==> src/rtl/tef_pkg.sv <==
`timescale 1ns / 1ps
// ----------------------------------------------------------------------------
// tef_pkg
// Shared constants, types and helpers for the touch event finger tracker.
// ----------------------------------------------------------------------------
package tef_pkg;

    localparam int NUM_SLOTS = 5;
    localparam int SLOT_W    = (NUM_SLOTS > 1) ? $clog2(NUM_SLOTS) : 1;

    localparam logic [4:0] CMD_SYNC   = 5'd0;
    localparam logic [4:0] CMD_KEY    = 5'd1;
    localparam logic [4:0] CMD_ABS    = 5'd3;
    localparam logic [4:0] CMD_FINGER = 5'hf;

    localparam logic [9:0] KEY_TOUCH = 10'd330;
    localparam logic [9:0] AXIS_X    = 10'd0;
    localparam logic [9:0] AXIS_Y    = 10'd1;

    localparam logic [31:0] ID_SCALE       = 32'd1000;
    localparam logic [31:0] UNSET_PRESSURE = '1;

    typedef logic [SLOT_W-1:0] slot_idx_t;

    typedef struct packed {
        logic [4:0]  command;
        logic [9:0]  code;
        logic [31:0] value;
        logic [31:0] finger_id;
    } event_t;

    typedef struct packed {
        logic [2:0]  slot;
        logic [31:0] pos_x;
        logic [31:0] pos_y;
        logic [31:0] pressure;
    } sample_t;

    function automatic logic [2:0] slot_field(slot_idx_t s);
        logic [SLOT_W+2:0] wide;
        wide = {3'b000, s};
        return wide[2:0];
    endfunction

endpackage

==> src/rtl/tef_in_stage.sv <==
`timescale 1ns / 1ps
// ----------------------------------------------------------------------------
// tef_in_stage
// Input register. Captures one event transaction and forms the finger id.
// ----------------------------------------------------------------------------
module tef_in_stage (
    input  logic                clk,
    input  logic                rst_n,
    input  logic                in_valid,
    output logic                in_ready,
    input  logic [4:0]          command,
    input  logic [9:0]          event_code,
    input  logic signed [31:0]  event_value,
    input  logic                down_free,
    output logic                step,
    output tef_pkg::event_t     evt
);

    logic            valid_reg;
    logic            valid_next;
    tef_pkg::event_t evt_reg;
    tef_pkg::event_t evt_next;
    logic            accept;
    logic [31:0]     value_u;

    assign in_ready = !valid_reg || down_free;
    assign accept   = in_valid && in_ready;
    assign step     = valid_reg && down_free;
    assign evt      = evt_reg;
    assign value_u  = $unsigned(event_value);

    always_comb
    begin
        evt_next.command   = command;
        evt_next.code      = event_code;
        evt_next.value     = value_u;
        evt_next.finger_id = value_u * tef_pkg::ID_SCALE + {22'b0, event_code};
        priority if (accept)
            valid_next = 1'b1;
        else if (down_free)
            valid_next = 1'b0;
        else
            valid_next = valid_reg;
    end

    always_ff @(posedge clk or negedge rst_n)
    begin
        if (!rst_n)
            valid_reg <= 1'b0;
        else
            valid_reg <= valid_next;
    end

    always_ff @(posedge clk)
    begin
        if (accept)
            evt_reg <= evt_next;
    end

endmodule

==> src/rtl/tef_core.sv <==
`timescale 1ns / 1ps
// ----------------------------------------------------------------------------
// tef_core
// Finger slot table and open sample state; one event is applied per step.
// ----------------------------------------------------------------------------
module tef_core (
    input  logic              clk,
    input  logic              rst_n,
    input  logic              step,
    input  tef_pkg::event_t   evt,
    output logic              emit,
    output tef_pkg::sample_t  sample
);

    logic [31:0]        slot_id_reg  [tef_pkg::NUM_SLOTS];
    logic [31:0]        slot_prs_reg [tef_pkg::NUM_SLOTS];
    logic               open_reg,    open_next;
    logic               has_slot_reg, has_slot_next;
    tef_pkg::slot_idx_t cur_slot_reg, cur_slot_next;
    logic [31:0]        x_reg,       x_next;
    logic [31:0]        y_reg,       y_next;
    logic [31:0]        prs_reg,     prs_next;
    logic               ignoring_reg, ignoring_next;

    logic [tef_pkg::NUM_SLOTS-1:0] hit_vec;
    logic [tef_pkg::NUM_SLOTS-1:0] free_vec;
    tef_pkg::slot_idx_t            hit_idx;
    tef_pkg::slot_idx_t            free_idx;
    logic                          hit_any;
    logic                          free_any;
    logic                          usable;
    logic                          closing;

    logic               id_we;
    tef_pkg::slot_idx_t id_idx;
    logic [31:0]        id_val;
    logic               prs_we;
    tef_pkg::slot_idx_t prs_idx;
    logic [31:0]        prs_val;

    // Lowest matching and lowest free slot.
    always_comb
    begin
        hit_idx  = '0;
        free_idx = '0;
        for (int i = tef_pkg::NUM_SLOTS - 1; i >= 0; i--)
        begin
            hit_vec[i]  = (slot_id_reg[i] == evt.finger_id);
            free_vec[i] = (slot_id_reg[i] == 32'd0);
            if (hit_vec[i])
                hit_idx = tef_pkg::SLOT_W'(i);
            if (free_vec[i])
                free_idx = tef_pkg::SLOT_W'(i);
        end
        hit_any  = |hit_vec;
        free_any = |free_vec;
    end

    assign usable  = open_reg && has_slot_reg && !ignoring_reg;
    assign closing = (evt.command == tef_pkg::CMD_FINGER) ||
                     (evt.command == tef_pkg::CMD_SYNC);
    assign emit    = step && closing && open_reg && has_slot_reg &&
                     (prs_reg != tef_pkg::UNSET_PRESSURE);

    assign sample.slot     = tef_pkg::slot_field(cur_slot_reg);
    assign sample.pos_x    = x_reg;
    assign sample.pos_y    = y_reg;
    assign sample.pressure = prs_reg;

    // prs_reg mirrors the current slot's table pressure while the sample is usable.
    always_comb
    begin
        open_next     = open_reg;
        has_slot_next = has_slot_reg;
        cur_slot_next = cur_slot_reg;
        x_next        = x_reg;
        y_next        = y_reg;
        prs_next      = prs_reg;
        ignoring_next = ignoring_reg;
        id_we         = 1'b0;
        id_idx        = cur_slot_reg;
        id_val        = 32'd0;
        prs_we        = 1'b0;
        prs_idx       = cur_slot_reg;
        prs_val       = evt.value;
        unique case (evt.command)
            tef_pkg::CMD_KEY:
            begin
                if (usable && evt.code == tef_pkg::KEY_TOUCH)
                begin
                    if (!(prs_reg == tef_pkg::UNSET_PRESSURE && evt.value == 32'd0))
                    begin
                        prs_we   = 1'b1;
                        prs_next = evt.value;
                    end
                    if (evt.value == 32'd0)
                        id_we = 1'b1;
                end
            end
            tef_pkg::CMD_ABS:
            begin
                if (usable)
                begin
                    if (evt.code == tef_pkg::AXIS_X)
                        x_next = evt.value;
                    else if (evt.code == tef_pkg::AXIS_Y)
                        y_next = evt.value;
                end
            end
            tef_pkg::CMD_FINGER:
            begin
                open_next     = 1'b1;
                x_next        = 32'd0;
                y_next        = 32'd0;
                has_slot_next = hit_any || free_any;
                ignoring_next = !(hit_any || free_any);
                prs_next      = tef_pkg::UNSET_PRESSURE;
                if (hit_any)
                begin
                    cur_slot_next = hit_idx;
                    prs_next      = slot_prs_reg[hit_idx];
                end
                else if (free_any)
                begin
                    cur_slot_next = free_idx;
                    id_we         = 1'b1;
                    id_idx        = free_idx;
                    id_val        = evt.finger_id;
                    prs_we        = 1'b1;
                    prs_idx       = free_idx;
                    prs_val       = tef_pkg::UNSET_PRESSURE;
                end
            end
            tef_pkg::CMD_SYNC:
            begin
                open_next = 1'b0;
            end
            default:
            begin
            end
        endcase
    end

    always_ff @(posedge clk or negedge rst_n)
    begin
        if (!rst_n)
        begin
            for (int i = 0; i < tef_pkg::NUM_SLOTS; i++)
            begin
                slot_id_reg[i]  <= 32'd0;
                slot_prs_reg[i] <= 32'd0;
            end
            open_reg     <= 1'b0;
            has_slot_reg <= 1'b0;
            cur_slot_reg <= '0;
            x_reg        <= 32'd0;
            y_reg        <= 32'd0;
            prs_reg      <= tef_pkg::UNSET_PRESSURE;
            ignoring_reg <= 1'b0;
        end
        else if (step)
        begin
            for (int i = 0; i < tef_pkg::NUM_SLOTS; i++)
            begin
                if (id_we && id_idx == tef_pkg::SLOT_W'(i))
                    slot_id_reg[i] <= id_val;
                if (prs_we && prs_idx == tef_pkg::SLOT_W'(i))
                    slot_prs_reg[i] <= prs_val;
            end
            open_reg     <= open_next;
            has_slot_reg <= has_slot_next;
            cur_slot_reg <= cur_slot_next;
            x_reg        <= x_next;
            y_reg        <= y_next;
            prs_reg      <= prs_next;
            ignoring_reg <= ignoring_next;
        end
    end

endmodule

==> src/rtl/tef_out_stage.sv <==
`timescale 1ns / 1ps
// ----------------------------------------------------------------------------
// tef_out_stage
// Result register. Holds one finished sample until its transaction completes.
// ----------------------------------------------------------------------------
module tef_out_stage (
    input  logic               clk,
    input  logic               rst_n,
    input  logic               load,
    input  tef_pkg::sample_t   sample,
    output logic               free,
    output logic               out_valid,
    input  logic               out_ready,
    output logic [2:0]         slot,
    output logic signed [31:0] pos_x,
    output logic signed [31:0] pos_y,
    output logic [31:0]        touch_pressure
);

    logic             valid_reg;
    logic             valid_next;
    tef_pkg::sample_t data_reg;

    assign free           = !valid_reg || out_ready;
    assign out_valid      = valid_reg;
    assign slot           = data_reg.slot;
    assign pos_x          = $signed(data_reg.pos_x);
    assign pos_y          = $signed(data_reg.pos_y);
    assign touch_pressure = data_reg.pressure;

    always_comb
    begin
        priority if (load)
            valid_next = 1'b1;
        else if (out_ready)
            valid_next = 1'b0;
        else
            valid_next = valid_reg;
    end

    always_ff @(posedge clk or negedge rst_n)
    begin
        if (!rst_n)
            valid_reg <= 1'b0;
        else
            valid_reg <= valid_next;
    end

    always_ff @(posedge clk)
    begin
        if (load)
            data_reg <= sample;
    end

endmodule

==> src/rtl/touch_event_finger_tracker.sv <==
`timescale 1ns / 1ps
// ----------------------------------------------------------------------------
// touch_event_finger_tracker
// Assembles multitouch samples from a stream of touch events.
//
//   channel  direction  handshake            payload
//   in       sink       in_valid/in_ready    command, event_code, event_value
//   out      source     out_valid/out_ready  slot, pos_x, pos_y, touch_pressure
//
// One event per cycle while in_ready is high. An event is held in the input
// register, then applied by slot lookup and state update; a closing event
// may load the sample into the result register. Reset clears the slot table
// and sample state at once. A held result stalls the event in the input
// register; in_ready drops only while both registers are full.
// ----------------------------------------------------------------------------
module touch_event_finger_tracker (
    input  logic               clk,
    input  logic               rst_n,
    input  logic               in_valid,
    output logic               in_ready,
    input  logic [4:0]         command,
    input  logic [9:0]         event_code,
    input  logic signed [31:0] event_value,
    output logic               out_valid,
    input  logic               out_ready,
    output logic [2:0]         slot,
    output logic signed [31:0] pos_x,
    output logic signed [31:0] pos_y,
    output logic [31:0]        touch_pressure
);

    logic             down_free;
    logic             step;
    logic             emit;
    tef_pkg::event_t  evt;
    tef_pkg::sample_t sample;

    tef_in_stage u_in (
        .clk         (clk),
        .rst_n       (rst_n),
        .in_valid    (in_valid),
        .in_ready    (in_ready),
        .command     (command),
        .event_code  (event_code),
        .event_value (event_value),
        .down_free   (down_free),
        .step        (step),
        .evt         (evt)
    );

    tef_core u_core (
        .clk    (clk),
        .rst_n  (rst_n),
        .step   (step),
        .evt    (evt),
        .emit   (emit),
        .sample (sample)
    );

    tef_out_stage u_out (
        .clk            (clk),
        .rst_n          (rst_n),
        .load           (emit),
        .sample         (sample),
        .free           (down_free),
        .out_valid      (out_valid),
        .out_ready      (out_ready),
        .slot           (slot),
        .pos_x          (pos_x),
        .pos_y          (pos_y),
        .touch_pressure (touch_pressure)
    );

endmodule

==> config.mk <==
export PLATFORM = sky130hd
export DESIGN_NAME = touch_event_finger_tracker
export DESIGN_NICKNAME = d
export VERILOG_FILES = /design/src/rtl/tef_pkg.sv /design/src/rtl/tef_in_stage.sv /design/src/rtl/tef_core.sv /design/src/rtl/tef_out_stage.sv /design/src/rtl/touch_event_finger_tracker.sv
export SDC_FILE = /design/constraint.sdc
export NUM_CORES = 1
export LEC_CHECK = 0
export BUFFER_PORTS_ARGS = -buffer_cell sky130_fd_sc_hd__buf_2
export CORE_AREA = 5 5 233 235
export DETAILED_ROUTE_END_ITERATION = 16
export DIE_AREA = 0 0 238 240
export GPL_ROUTABILITY_DRIVEN = 0
export PLACE_DENSITY = 0.78
export RECOVER_POWER = 100
export SKIP_CTS_REPAIR_TIMING = 1
export SLEW_MARGIN = 25
export SYNTH_ARGS = -nofsm -noshare
export SYNTH_HDL_FRONTEND = slang
export SYNTH_SLANG_ARGS = --single-unit
export TNS_END_PERCENT = 100
==> constraint.sdc <==
create_clock -name clk -period 12.23 [get_ports clk]
set_input_delay 0.6115 -clock clk [delete_from_list [all_inputs] [get_ports clk]]
set_output_delay 0.6115 -clock clk [all_outputs]
set_load 0.02 [all_outputs]
# == Yosys cells after proc, flatten, opt, wreduce, memory -nomap -nowiden ==
# Index checks and enable logic that the tools add are counted.
# classes
n_addsub,1
mul,1
n_lt_le_gt_ge,1
eq_ne,22
mux,47
bitwise_logic,1
reduce_logical,59
# ops
cell,count
$mux 32,16
$logic_not 32->1,6
$pmux 32 s2,3
$eq 32x32->1,5
$bmux 32 s3,1
$mux 3,14
$add 32x10->32,1
$eq 32x32->1 const B,1
$mul 32x7->29 const B,1
$ne 32x32->1 const B,1
$reduce_and 2->1,12
$logic_and 1x1->1,20
$eq 10x1->1 const B,1
$eq 10x9->1 const B,1
$logic_not 10->1,1
$mux 1,10
$reduce_bool 2->1,5
$reduce_or 5->1,2
$ne 2x1->1 const B,4
$reduce_and 4->1,2
$eq 3x2->1 const B,2
$pmux 1 s2,3
$eq 5x1->1 const B,1
$eq 5x2->1 const B,1
11 further kinds,18
# totals
regBits,602
out_inout_bits,101

# == Logic depth before layout (Yosys ltp) ==
# depth
word_depth,12
depth_mapped,19
mapped_depth_nobuf,19

# == Hierarchy ==
# A second synthesis with hierarchy kept.
# unflattened
cells_unflattened,2466
area_unflattened_um2,31116.1
# by_module_without_submodules
mod,n_inst,cells_each,area_per_inst_um2
tef_core,1,1735,20871.3
tef_in_stage,1,629,7224.4
tef_out_stage,1,102,3020.4

# == Worst setup path after synthesis ==
# Ideal clock, no wire load.
# synth_timing
kind,register to register
startpoint,register u_in.evt_reg (netlist bit u_in.evt[74])
endpoint,register u_out.data_reg (netlist bit u_out.pos_x[0]) (enable)
setup_time_ns,0.557
arrival_ns,5.568
required_time_ns,11.673
slack_ns,6.104
path_stages_with_launch,7
synth_period_minus_slack_ns,6.126
path_cell_list,edfxtp_1 > nand2_1 > nor3_1 > nand2_1 > o21ai_0 > nand2_1 > nor2_1
# synth_between
elab_chain_len,6
elab_cells_between_ends,7
classes_between,eq/ne (1); reduce/logical (6)
# synth_lines
item,line_no,source
"start, declared",tef_in_stage.sv:21,tef_pkg::event_t evt_reg;
"start signal, assigned",tef_in_stage.sv:57,evt_reg <= evt_next;
$eq 5x4->1 / $logic_not 5->1 (equally long branches),"tef_core.sv:60, tef_core.sv:61",
$logic_or 1x1->1 (*),tef_core.sv:60,assign closing = (evt.command == tef_pkg::CMD_FINGER) ||
$logic_and 1x1->1 (*) (4 in a row),tef_core.sv:62,assign emit = step && closing && open_reg && has_slot_reg &&
via emit,touch_event_finger_tracker.sv:34,logic emit;
"end signal, assigned",tef_out_stage.sv:52,data_reg <= sample;
"end, declared",tef_out_stage.sv:22,tef_pkg::sample_t data_reg;
# Mark *: on every way through the listed nets, which the timed path passes. The rest lies on a longest branch.
# A chain may end at the register's enable or synchronous reset.

# == Final worst setup path ==
# layout_timing
startpoint,register u_in.evt_reg (netlist bit u_in.evt[3])
endpoint,register u_core.slot_prs_reg[112] (netlist name)
# layout_between
elab_chain_len,7
elab_cells_between_ends,15
classes_between,eq/ne (6); mux (6); reduce/logical (3)
# layout_lines
item,line_no,source
$eq 32x32->1,tef_core.sv:48,hit_vec[i] = (slot_id_reg[i] == evt.finger_id);
$reduce_or 5->1 (*),tef_core.sv:55,hit_any = |hit_vec;
$mux 3,tef_core.sv:118,if (hit_any)
$mux 3,tef_core.sv:86,unique case (evt.command)
$eq 3x1->1,tef_core.sv:167,if (prs_we && prs_idx == tef_pkg::SLOT_W'(i))
$logic_and 1x1->1,tef_core.sv:167,
$reduce_and 2->1 (no line),n/a,
"end signal, assigned by index",tef_core.sv:168,slot_prs_reg[i] <= prs_val;
"end, declared",tef_core.sv:16,logic [31:0] slot_prs_reg [tef_pkg::NUM_SLOTS];
# Mark *: on every way between the ends. The rest lies on a longest branch, timed or not.

==> run summary <==
The run finished, with violations left. The final reports fail on max-capacitance violations, max-slew violations. The top flip-flop cell by instance count after synthesis is dfrtp_1. The cell type with the largest total area after synthesis is dfrtp_1. The clock net sink count came out at 599. The number of port buffers is 151. The number of antenna repair diodes is 0. The max-capacitance violation count came out at 11. The Yosys step of the flow raised 0 warnings. The aggregate negative setup slack came out at 0 ns.

In this run the count of I/O pins placed on the die edge is 152. Detailed placement ended at an HPWL of 55,670 um. In the final layout, the multi-input gates occupy 13,630 um^2. In this run the number of H-tree levels came out at 2. After detailed routing, the number of vias per cell comes to 6.289. The post-synthesis area per instance came out at 12.07 um^2. The count of routing violations after the opening detailed-route iteration came out at 2,228.

Clock-pin slew was measured on the worst setup and hold paths at 0.06 ns. The leakage power of the design is 15.42 nW. The number of routed nets with antenna violations is 0. The maximum fanout encountered on the critical timing path came out at 44. The number of global-route vias before repair came out at 21,640. The post-synthesis net count is 2,753. The wire length of the first global-routing pass came out at 125,400 um. In the final routed layout, each cell accounts on average for 23.97 um. The number of hold violations in the final report is 0.

The number of nets at the end of the flow is 2,857. The synthesized cell area is 30,740 um^2. The starting density of the core is 0.5908. The number of antenna violations at the first check in global routing came out at 3. After detailed routing, the total wire length is 81,290 um.

The global-route usage over all layers is 0.2806. Summing over every cut layer, the via total after detailed routing is 21,330. The largest net degree at the start of global routing came out at 100.

CTS placed an instance of clkbuf_16 at the clock tree root. The maximum achievable frequency is 110.6 MHz. The count of standard-cell rows is 84.

The peak supply drop is 157.7 uV. The die span in y is 240 um. The area of the placeable core came out at 52,020 um^2.

The count of unique library cells instantiated by Yosys is 63. Once layout is complete, the utilization of the core stands at 0.6506. The count of flip-flops with a built-in enable after synthesis came out at 175. The critical path is of the flop to flop type.

In this run the horizontal extent of the chip is 238 um. The filler cell count is 3,816. The max-slew violation count came out at 645. The number of buffers on the longest clock path is 3. STA classifies the critical path startpoint as a flop. The DRC violations left is 0. The number of buffers created by CTS is 60. The endpoint type of the worst setup path is a flop. The area share of the largest cell type after synthesis came out at 0.3191.

The design draws 0.006798 W. The maximum clock skew at final layout is 0.06879 ns. The number of iterations in the first detailed-routing pass is 6. Setup repair after global routing left no endpoint under its margin.

The headroom to the max-slew limit came out at -2.345. TritonCTS built the clock tree. The aggregate global routing overflow came out at 0. The fraction of the cycle the final worst path needs is 0.7392. The arrival time at the worst endpoint came out at 9.51 ns.

The clock insertion delay at the later pin of the skew report came out at 0.66 ns. The total die area came out at 57,120 um^2. The post-synthesis register bit count is 599.

The tightest hold margin is 0.1384 ns. The cell area power density came out at 200.9 nW/um^2. Setup violations remaining at the end of the flow were counted as 0. The number of placed instances with taps included came out at 3,276. The finished layout holds 3,391 standard cells, fillers aside. The instance count of the mapped netlist came out at 2,547. For this run, the register share of the synthesized area comes to 0.5175.

The data required time at the worst endpoint is 12.70 ns. The fraction of final layout cells with drive strength greater than 1 is 0.1513. The flip-flop and latch area came out at 15,910 um^2. The worst hold path belongs to the class input port to flop. Compared with the post-synthesis result, the final layout area differs by 10.12%. The worst path needs 9.041 ns of the cycle, external delays included. Ranked by total cell area, the synthesized netlist is headed by dfrtp_1 32%, edfxtp_1 17%, mux2_2 9.3%, fa_1 6.0%, xnor2_1 3.6%. The fraction of registers with async set/reset came out at 0.7078.

At the pin with the least slew margin, the transition time is 5.018 ns.
## final timing paths
kind                                             to             start  cells after the start  slack, ns
hold reg to reg                     u_out.pos_y[20]  u_core.y_reg[20]                      0       0.44
max in group asynchronous           u_core.x_reg[6]             rst_n                      2       5.18
setup / recovery           u_core.slot_prs_reg[112]       u_in.evt[3]                     11       3.19
min in group asynchronous   u_core.slot_id_reg[107]             rst_n                      1       1.75
hold / removal                          u_in.evt[1]     event_code[1]                      1       0.14
setup reg to reg           u_core.slot_prs_reg[112]       u_in.evt[3]                     11       3.19
## final cells by class
cell class / instances / area share
sequential: 599 / 0.4699
multi-input combinational: 1658 / 0.4028
clock buffer: 63 / 0.04532
tap: 688 / 0.02543
timing repair buffer: 178 / 0.02281
inverter: 154 / 0.01708
clock inverter: 51 / 0.01667
## power breakdown
part	total, W	internal (W)	leakage [nW]	switching (W)
combinational	0.00220	0.000874	7.04	0.00133
sequential	0.00267	0.00238	7.36	0.000290
clock	0.00193	0.00111	1.01	0.000818
total	0.00680	0.00436	15.4	0.00244
## cell families after synthesis
kind of cell	Yosys count	share of synthesized area
simple gates	603	0.1037
xor+xnor	220	0.06269
buf+inv	290	0.03928
mux	357	0.1303
flops	599	0.5175
fa+ha+maj	155	0.08557
compound gates	323	0.06098
## cell usage after synthesis (36+ instances only)
cell	instances
buf_2	59
xor2_1	94
nor4_1	84
xnor2_1	126
clkbuf_1	68
ha_1	63
o21ai_0	149
inv_1	154
a21oi_1	86
mux2_2	253
nor2_1	61
fa_1	92
nand3_1	101
dfrtp_1	392
edfxtp_1	175
nand2b_1	36
mux2_1	79
and2_1	37
nand4_1	58
nand2_1	176
## placed cells by master, fill, tap and decap left out, types with 6 or more instances in the layout
| master | Yosys | final |
|---|---|---|
| and3_1 | 7 | 7 |
| nor4_1 | 84 | 84 |
| nor2_1 | 61 | 59 |
| clkinv_1 | 0 | 11 |
| nor3_1 | 8 | 7 |
| buf_2 | 59 | 13 |
| a31oi_1 | 8 | 8 |
| clkbuf_1 | 68 | 149 |
| nand3_1 | 101 | 103 |
| clkbuf_16 | 0 | 61 |
| ha_1 | 63 | 63 |
| o211ai_1 | 6 | 6 |
| a21o_1 | 7 | 7 |
| dfrtp_1 | 392 | 392 |
| mux2i_1 | 23 | 23 |
| dfstp_1 | 0 | 32 |
| a21oi_1 | 86 | 85 |
| edfxtp_1 | 175 | 175 |
| mux2_1 | 79 | 80 |
| buf_4 | 6 | 17 |
| mux2_2 | 253 | 252 |
| xnor2_1 | 126 | 126 |
| nand2b_1 | 36 | 36 |
| o21ai_0 | 149 | 148 |
| xor2_1 | 94 | 94 |
| o31ai_1 | 22 | 22 |
| clkinvlp_4 | 0 | 7 |
| clkinv_2 | 0 | 16 |
| and2_1 | 37 | 36 |
| inv_1 | 154 | 154 |
| bufinv_16 | 0 | 9 |
| nand2_1 | 176 | 176 |
| nand4_1 | 58 | 59 |
| o221ai_1 | 8 | 8 |
| o21a_1 | 8 | 8 |
| fa_1 | 92 | 92 |
## metal layers
metal	wire length (um)	vias up	track usage
met5	0	-	0
met4	3024	0	0.1052
met3	8929	240	0.07215
met2	36540	1226	0.4315
met1	32800	10700	0.3912
li1	-	9158	-
## stage by stage
stage	setup slack (ns)	cell area (um^2)
finish	3.189	33850
global route	3.153	33850
CTS	6.690	34090
detailed placement	6.067	31990
global placement	6.230	31990
floorplan	6.104	30740
## worst max-delay path, stage by stage, from the launching register on
cell and delay (ns):
edfxtp_1 0.59, xnor2_1 0.23, nand4_1 0.24, nor4_1 0.11, and4_1 0.72, nor4_1 0.44, clkbuf_1 1.36, nand4_1 2.27
o21ai_4 1.06, nand3_1 0.14, clkbuf_1 0.99, mux2_2 0.66
(Power assumes the default switching activity.)
